## src/rtl/ihp_pkg.sv

```systemverilog
// Package for the indexed max-heap: field widths, default sizes,
// operation and status codes. No dependencies.
package ihp_pkg;

    localparam int HANDLE_BITS     = 10;
    localparam int HANDLE_SPACE    = 1024;
    localparam int OP_BITS         = 3;
    localparam int STATUS_BITS     = 3;
    localparam int IO_WEIGHT_BITS  = 16;
    localparam int COUNT_OUT_BITS  = 11;

    localparam int CAPACITY_DEF    = 1024;
    localparam int WEIGHT_BITS_DEF = 16;

    localparam logic [OP_BITS-1:0] OP_INSERT = 3'd0;
    localparam logic [OP_BITS-1:0] OP_POP    = 3'd1;
    localparam logic [OP_BITS-1:0] OP_REMOVE = 3'd2;
    localparam logic [OP_BITS-1:0] OP_ADD    = 3'd3;
    localparam logic [OP_BITS-1:0] OP_CLEAR  = 3'd4;

    localparam logic [STATUS_BITS-1:0] ST_OK      = 3'd0;
    localparam logic [STATUS_BITS-1:0] ST_EMPTY   = 3'd1;
    localparam logic [STATUS_BITS-1:0] ST_FULL    = 3'd2;
    localparam logic [STATUS_BITS-1:0] ST_ABSENT  = 3'd3;
    localparam logic [STATUS_BITS-1:0] ST_PRESENT = 3'd4;

endpackage

```

## src/rtl/ihp_alu.sv

```systemverilog
// Shared heap unit: priority compare of two entries and saturating
// weight add. Depends on ihp_pkg.
module ihp_alu #(
    parameter int WEIGHT_BITS = ihp_pkg::WEIGHT_BITS_DEF
) (
    input  logic [ihp_pkg::HANDLE_BITS+WEIGHT_BITS-1:0] i_x,
    input  logic [ihp_pkg::HANDLE_BITS+WEIGHT_BITS-1:0] i_y,
    input  logic [WEIGHT_BITS-1:0]                      i_base,
    input  logic [ihp_pkg::IO_WEIGHT_BITS-1:0]          i_delta,
    output logic                                        o_before,
    output logic [WEIGHT_BITS-1:0]                      o_sum
);

    localparam int SUM_W = ((WEIGHT_BITS > ihp_pkg::IO_WEIGHT_BITS) ?
                            WEIGHT_BITS : ihp_pkg::IO_WEIGHT_BITS) + 1;
    localparam logic [SUM_W-1:0] WMAX = {{(SUM_W-WEIGHT_BITS){1'b0}}, {WEIGHT_BITS{1'b1}}};

    typedef struct packed {
        logic [ihp_pkg::HANDLE_BITS-1:0] handle;
        logic [WEIGHT_BITS-1:0]          weight;
    } t_entry;

    t_entry             x;
    t_entry             y;
    logic [SUM_W-1:0]   sum;

    assign x = i_x;
    assign y = i_y;

    // x ranks above y: higher weight, then smaller handle
    assign o_before = (x.weight != y.weight) ? (x.weight > y.weight)
                                             : (x.handle < y.handle);

    assign sum   = SUM_W'(i_base) + SUM_W'(i_delta);
    assign o_sum = (sum > WMAX) ? WMAX[WEIGHT_BITS-1:0] : sum[WEIGHT_BITS-1:0];

endmodule
```

## config.mk

```make
export PLATFORM = sky130hd
export DESIGN_NAME = ihp_alu
export DESIGN_NICKNAME = d
export VERILOG_FILES = /design/src/rtl/ihp_pkg.sv /design/src/rtl/ihp_alu.sv
export SDC_FILE = /design/constraint.sdc
export NUM_CORES = 1
export LEC_CHECK = 0
export BUFFER_PORTS_ARGS = -buffer_cell sky130_fd_sc_hd__buf_2
export CORE_UTILIZATION = 40
export DETAILED_ROUTE_END_ITERATION = 6
export PLACE_DENSITY = 0.79
export SYNTH_ARGS = -nofsm -noshare
export SYNTH_HDL_FRONTEND = slang
export SYNTH_SLANG_ARGS = --single-unit
```

## constraint.sdc

```tcl
create_clock -name vclk -period 4.9
set_clock_uncertainty 0.2 [all_clocks]
set_input_delay 0.735 -clock vclk [all_inputs]
set_output_delay 0.735 -clock vclk [all_outputs]
set_load 0.05 [all_outputs]
```

==> flow_summary.toml, run 1 <==
[power]
peakVddDrop_v = 0.000106
cellLeakagePower_nw = 1.23
power_density_nw_per_um2 = 149

[hold_path]
hold_start = "i_delta[0]"
hp-class = "in2out"
min_path_cells = 4
min_to = "o_sum[0]"

[global_routing]
grt_pass1_wl_mm = 6.69
grt_pass1_vias = 1651
grt_max_degree = 16
grt_usage_pct = 19.0
antenna_found_initial = 0
gr-total-overflow = 0

[timing]
slew_violations = 0
rsz0062_at_grt = "false"
worst_pin_slew_ns = 0.514
tns_ns = 0
finalSetupViolations = 0
hold_viol = 0
period_minus_slack_ns = 4.13
relSlewSlack_pct = 65.6
post-route-period-util_pct = 84.2
max_freq_ghz = 0.242

[die]
fp-row-count = 22
ioPinCount = 101
die_h_um = 64.2
chipWidth_um = 64.2
initial_core_util_pct = 42.0
core-area_um2 = 3690
die_area_um2 = 4120

[detailed_routing]
drtPass1Iterations = 4
drt-total-wl_mm = 3.98
ant_nets = 0
wl_per_cell_um = 11.2
drtIter0Drc = 42
vias = 1819
route.detailed.drc = 0
routed_via_density = 5.11

[cells_and_area]
layout.nets = 436
seq_cells = 0
drive_above_1_share_pct = 37.0
clkbuf_count = 0
area_growth_syn_to_layout_pct = 35.1
seq_area_um2 = 0
design_area_um2 = 2090
diodes = 0

[critical_path]
worstPathRequired_ns = 3.96
path_max_fanout = 15
start_kind = "input port"
critPathArrivalTime_ns = 3.19
end_kind = "output port"
path_class = "in2out"
critPathLaunch = "i_base[0]"

[clock_network]
postCtsSetupBuffers = 0
postCtsHoldBufs = 0
cts_resized = 0

[yosys]
ys_warn_count = 0
syn_nets = 335
synth-seq-area-share_pct = 0
synth.distinct_cells = 39
postSynthAreaPerCell_um2 = 7.41
synthCells = 209
syn_area_um2 = 1550

[status]
status = "finished, final reports clean"

[run]
maxCapViolCount = 0

[place]
placed_area_um2 = 2090
dpl.hpwl_mm = 3.49
port_buffers = 101
gp_congestion = 0.827
-- critical path: stages --
cell and delay, ns:
buf_2 0.10, ha_1 0.22, inv_1 0.08, fa_1 0.23
nor2b_4 0.06, o31a_1 0.29, o31ai_4 0.28, a31oi_4 0.18
a41oi_4 0.52, o21ai_0 0.23, buf_2 0.26
-- per-layer routing --
metal	vias up	part of all wire [%]	global-route usage, %
met1	797	46	24.0
met3	6	5.1	0.536
met2	58	48	36.4
met5	-	0	0
li1	958	-	-
met4	0	1.1	2.22
-- metrics by stage --
| step | utilization (%) | setup slack [ns] | hold WS [ns] | power (mW) | instances |
|---|---|---|---|---|---|
| finish | 56.7 | 0.774 | 1.79 | 0.311 | 356 |
| global route | 56.7 | 0.601 | 1.81 | 0.341 | 356 |
| CTS | 56.7 | 0.828 | 1.79 | 0.312 | 356 |
| detailed placement | 56.7 | 0.837 | 1.79 | 0.310 | 356 |
| global placement | 56.7 | 0.921 | 1.77 | 0.305 | 356 |
| floorplan | - | 0.919 | 1.75 | 0.231 | 209 |
-- how the worst max path moves through the flow --
stage,to,slack [ns]
floorplan,o_sum[8],0.92
global placement,o_sum[4],0.92
detailed placement,o_sum[3],0.84
CTS,o_sum[3],0.83
global route,o_sum[8],0.60
finish,o_sum[8],0.77
-- report_power, final --
part           total [mW]  internal [mW]  switching [mW]  leakage, nW
sequential              0              0               0            0
combinational       0.311          0.116           0.195         1.23
clock                   0              0               0            0
total               0.311          0.116           0.195         1.23
-- cell families (layout without fill, tap and decap cells) --
family	count (synthesis)	after routing	share of synthesized area, %
compound gates	67	67	31.3
xor+xnor	6	6	3.40
fa+ha+maj	42	42	34.4
buf+inv	32	131	8.73
mux	2	2	1.37
simple gates	60	60	20.8
-- Yosys cell counts (all sizes together), types with 2 or more instances --
master / count / area [µm²]
o21ai: 17 / 92.6
or3: 2 / 12.5
a21o: 15 / 113
nor2b: 2 / 20.0
nand2: 15 / 56.3
nor3: 5 / 25.0
and3: 2 / 15.0
nand3: 3 / 15.0
nand2b: 8 / 50.1
a211oi: 6 / 45.0
xnor2: 5 / 43.8
ha: 41 / 513
buf: 2 / 22.5
o21a: 5 / 37.5
nand4: 6 / 37.5
a31oi: 3 / 33.8
nor2: 10 / 37.5
inv: 30 / 113
and2: 3 / 21.3
a21oi: 14 / 70.1
-- layout make-up --
class / instances / area [µm²]
fill: 363 / 1600
inverter: 30 / 113
tap: 48 / 60.1
multi-input combinational: 177 / 1410
timing repair buffer: 101 / 505
-- layout by cell type, fill, tap and decap left out, types with 2 or more instances in the layout --
cell type and count:
xnor2_1 5, o21ai_0 15, a21oi_1 14, a21o_1 15, or3_1 2, inv_1 30
nand2b_1 8, and3_2 2, nor2_1 10, o21ai_2 2, buf_2 101, o21a_1 5
nor3_1 5, and2_2 2, nand4_1 6, a31oi_1 2, nand2_1 15, nand3_1 3
a211oi_1 6, ha_1 41
No activity file was read; power rests on OpenSTA's default activity.
==> run 2, diff against run 1 <==
==> constraint.sdc (replaced) <==
create_clock -name vclk -period 3.95
set_clock_uncertainty 0.2 [all_clocks]
set_input_delay 0.5925 -clock vclk [all_inputs]
set_output_delay 0.5925 -clock vclk [all_outputs]
set_load 0.05 [all_outputs]
==> run 2 against run 1 <==
Count of clock-buffer cells in the layout stayed put. Sequential share of layout area unchanged. Global-route usage is 0.11 points higher. Routed wire length fell by 2.0%. Core utilization rose by 0.81 points. Via count is 0.33% higher. Non-clock buffer count grew 4. Setup slack worse by 0.43 ns. Power increased by 26%. Sequential cell count unchanged. Cell count rose by 1.1%. Critical path depth is 2 higher.
==> flow_summary.toml, run 2 (same netlist as run 1, synthesis figures left out) <==
[critical_path]
worstPathRequired_ns = 3.16
end_kind = "output port"
cp_cell_sequence = "buf_2, ha_1, inv_1, fa_1, nor2b_4, o31a_1, o31ai_4, a31oi_4, a41oi_4, buf_4, buf_4, o21ai_2, buf_2"
cpPeakStageDelay_ns = 0.29
path_class = "in2out"
path_max_fanout = 6
crit_slowest_cell = "o31a_1"
critPathArrivalTime_ns = 2.81
start_kind = "input port"

[die]
ioPinCount = 101
die_area_um2 = 4120
die_h_um = 64.2
fp-row-count = 22
initial_core_util_pct = 42.0
chipWidth_um = 64.2
core-area_um2 = 3690

[timing]
finalWorstSetupSlack_ns = 0.343
post-route-period-util_pct = 91.3
rsz0062_at_grt = "false"
hold_viol = 0
period_minus_slack_ns = 3.61
finalSetupViolations = 0
tns_ns = 0
relSlewSlack_pct = 66.9
worst_pin_slew_ns = 0.492
max_freq_ghz = 0.277
slew_violations = 0

[detailed_routing]
route.detailed.drc = 0
routed_via_density = 5.07
ant_nets = 0
vias = 1825
drtIter0Drc = 28
drt-total-wl_mm = 3.90
wl_per_cell_um = 10.8
drtPass1Iterations = 4

[place]
place_ws_ns = 0.151
port_buffers = 101
dpl.hpwl_mm = 3.41
gp_congestion = 0.827
placed_area_um2 = 2090

[cells_and_area]
seq_cells = 0
drive_above_1_share_pct = 37.8
area_growth_syn_to_layout_pct = 37.0
most-common-layout-cells = "101 x buf_2, 41 x ha_1, 30 x inv_1"
final_common_cell = "buf_2"
seq_area_um2 = 0
layout.nets = 440
diodes = 0
design_area_um2 = 2120
clkbuf_count = 0

[hold_path]
hold_start = "i_delta[0]"
min_path_cells = 4
hp-class = "in2out"
min_to = "o_sum[0]"

[global_routing]
grt_usage_pct = 19.2
grt_pass1_vias = 1687
grt_max_degree = 16
grt_pass1_wl_mm = 6.72
gr-total-overflow = 0
antenna_found_initial = 0

[clock_network]
postCtsHoldBufs = 0
cts_resized = 0

[power]
power_density_nw_per_um2 = 185
cellLeakagePower_nw = 1.25
peakVddDrop_v = 0.000137

[run]
maxCapViolCount = 0

[status]
status = "finished, final reports clean"
## run 2: worst max-delay path by stage
stage | start | to | slack, ns
6_report | i_base[0] | o_sum[11] | 0.34
4_1_cts | i_base[0] | o_sum[3] | 0.15
3_3_place_gp | i_base[0] | o_sum[4] | 0.26
3_5_place_dp | i_base[0] | o_sum[3] | 0.15
5_1_grt | i_base[0] | o_sum[11] | 0.22
2_1_floorplan | i_base[0] | o_sum[8] | 0.25
## run 2: layout make-up
type               count  area (µm²)
repair buffers       105         536
inverters             30         113
well taps             48        60.1
multi-input cells    177        1410
fillers              374        1570
## run 2: what timing repair did
item,4_1_cts,5_1_grt
hold endpoints to repair,0,0
setup endpoints to repair,0,3
setup buffers,0,4
## run 2: stage by stage
step	utilization (%)	std cells	hold slack, ns	total power [mW]
after floorplan	-	209	1.47	0.286
final	57.5	360	1.50	0.392
after CTS	56.7	356	1.51	0.386
after detailed placement	56.7	356	1.51	0.384
after global placement	56.7	356	1.49	0.378
after global routing	57.5	360	1.52	0.431
## run 2: power breakdown
| part | switching (mW) | leakage (nW) | internal (mW) |
|---|---|---|---|
| clock network | 0 | 0 | 0 |
| registers | 0 | 0 | 0 |
| logic | 0.242 | 1.25 | 0.150 |
## run 2: metal layers
metal / up-vias / global-route usage, % / routed length (µm)
li1: 964 / - / -
met1: 799 / 23.3 / 1780
met2: 56 / 36.8 / 1860
met3: 6 / 1.43 / 200
met4: 0 / 2.78 / 52
met5: - / 0 / 0
## run 2: critical path: cells and delay by family
kind	cells	cell delay, ns
buffers and inverters	5	0.68
and+or+nand+nor	1	0.06
adders and majority gates	2	0.44
AOI/OAI and AO/OA	5	1.03
==> run 3, diff against run 2 <==
--- a/config.mk
+++ b/config.mk
@@ -6,9 +6,11 @@
 export NUM_CORES = 1
 export LEC_CHECK = 0
 export BUFFER_PORTS_ARGS = -buffer_cell sky130_fd_sc_hd__buf_2
-export CORE_UTILIZATION = 40
+export CELL_PAD_IN_SITES_DETAIL_PLACEMENT = 0
+export CELL_PAD_IN_SITES_GLOBAL_PLACEMENT = 1
+export CORE_UTILIZATION = 30
 export DETAILED_ROUTE_END_ITERATION = 6
-export PLACE_DENSITY = 0.79
+export PLACE_DENSITY = 0.87
 export SYNTH_ARGS = -nofsm -noshare
 export SYNTH_HDL_FRONTEND = slang
 export SYNTH_SLANG_ARGS = --single-unit
==> run 3 against run 2 <==
First-iteration DRC count shrank 57%. Count of clock-buffer cells in the layout is the same. Via count shrank 4.0%. Critical endpoint is now o_sum[8]. Largest power group unchanged.
==> flow_summary.toml, run 3 (same netlist as run 1, synthesis figures left out) <==
[critical_path]
crit_slowest_cell = "a41oi_4"
path_class = "in2out"
cp_cell_sequence = "buf_2, ha_1, inv_1, fa_1, nor2b_4, o31a_1, o31ai_4, a31oi_4, a41oi_4, o21ai_0, buf_2"
crit_path_frequent_cell = "buf_2"
critPathArrivalTime_ns = 2.95
end_kind = "output port"
path_max_fanout = 15
worstPathRequired_ns = 3.16
critPathLaunch = "i_base[0]"
crit_end = "o_sum[8]"
start_kind = "input port"
cpPeakStageDelay_ns = 0.51

[timing]
post-route-period-util_pct = 94.6
hold_viol = 0
finalWorstSetupSlack_ns = 0.212
slew_violations = 0
worst_pin_slew_ns = 0.502
max_freq_ghz = 0.268
period_minus_slack_ns = 3.74
relSlewSlack_pct = 66.2
rsz0062_at_grt = "false"
finalSetupViolations = 0
whs_ns = 1.53
tns_ns = 0

[detailed_routing]
route.detailed.drc = 0
wl_per_cell_um = 10.5
ant_nets = 0
drt-total-wl_mm = 3.96
drtPass1Iterations = 4
drtIter0Drc = 12
vias = 1752
routed_via_density = 4.67

[die]
die_h_um = 73.8
chipWidth_um = 73.8
initial_core_util_pct = 31.9
core-area_um2 = 4850
die_area_um2 = 5450
ioPinCount = 101
fp-row-count = 25

[power]
power.internal_mw = 0.144
seq_power_share_pct = 0
comb_power_share_pct = 100.0
power_density_nw_per_um2 = 182
swShare_pct = 62.5
peakVddDrop_v = 0.000131
cellLeakagePower_nw = 1.23
power_mw = 0.384
p_clk_share_pct = 0
power_switching_mw = 0.240

[place]
gp_congestion = 0.779
dpl.hpwl_mm = 3.61
place_ws_ns = 0.197
port_buffers = 101

[cells_and_area]
area_growth_syn_to_layout_pct = 36.6
layout.nets = 436
final_common_cell = "buf_2"
diodes = 0
seq_area_um2 = 0
drive_above_1_share_pct = 37.0
clkbuf_count = 0
seq_cells = 0
fin_util_pct = 43.6
most-common-layout-cells = "101 x buf_2, 41 x ha_1, 30 x inv_1"

[global_routing]
gr-total-overflow = 0
antenna_found_initial = 0
grt_pass1_wl_mm = 6.47
grt_pass1_vias = 1588
grt_usage_pct = 14.3
grt_max_degree = 16

[status]
status = "finished, final reports clean"

[clock_network]
postCtsHoldBufs = 0
cts_resized = 0
postCtsSetupBuffers = 0

[hold_path]
hp-class = "in2out"
hold_start = "i_delta[0]"

[run]
maxCapViolCount = 0
-- run 3: metal layers --
| metal | track usage, % | part of all wire [%] | vias to the layer above |
|---|---|---|---|
| met5 | 0 | 0 | - |
| met4 | 0 | 0 | 0 |
| met3 | 1.51 | 8.4 | 0 |
| met2 | 27.8 | 47 | 66 |
| met1 | 17.5 | 45 | 729 |
| li1 | - | - | 957 |
-- run 3: power groups by stage --
stage,Combinational (mW),Clock (mW),Sequential (mW)
2_1_floorplan,0.286,0,0
3_3_place_gp,0.384,0,0
3_5_place_dp,0.386,0,0
4_1_cts,0.388,0,0
5_1_grt,0.425,0,0
6_report,0.384,0,0
-- run 3: cell type report --
cell class / instances / area, µm²
fillers: 510 / 2730
multi-input cells: 177 / 1410
repair buffers: 101 / 505
inverters: 30 / 113
well taps: 67 / 83.8
-- run 3: worst min-delay path by stage --
stage / to / slack (ns) / depth (start not counted)
finish: o_sum[0] / 1.53 / 4
floorplan: o_sum[1] / 1.47 / 3
detailed placement: o_sum[0] / 1.53 / 4
CTS: o_sum[0] / 1.54 / 4
global route: o_sum[0] / 1.57 / 4
global placement: o_sum[0] / 1.56 / 4
-- run 3: worst max-delay path: cells and delay by family --
| family | cells | cell delay (ns) |
|---|---|---|
| buffers and inverters | 3 | 0.42 |
| and+or+nand+nor | 1 | 0.06 |
| AOI/OAI and AO/OA | 5 | 1.43 |
| adders and majority gates | 2 | 0.45 |
-- run 3: per-stage QoR --
step / cells / area (µm²)
4_1_cts: 375 / 2110
6_report: 375 / 2110
3_5_place_dp: 375 / 2110
3_3_place_gp: 375 / 2110
2_1_floorplan: 209 / 1550
5_1_grt: 375 / 2110
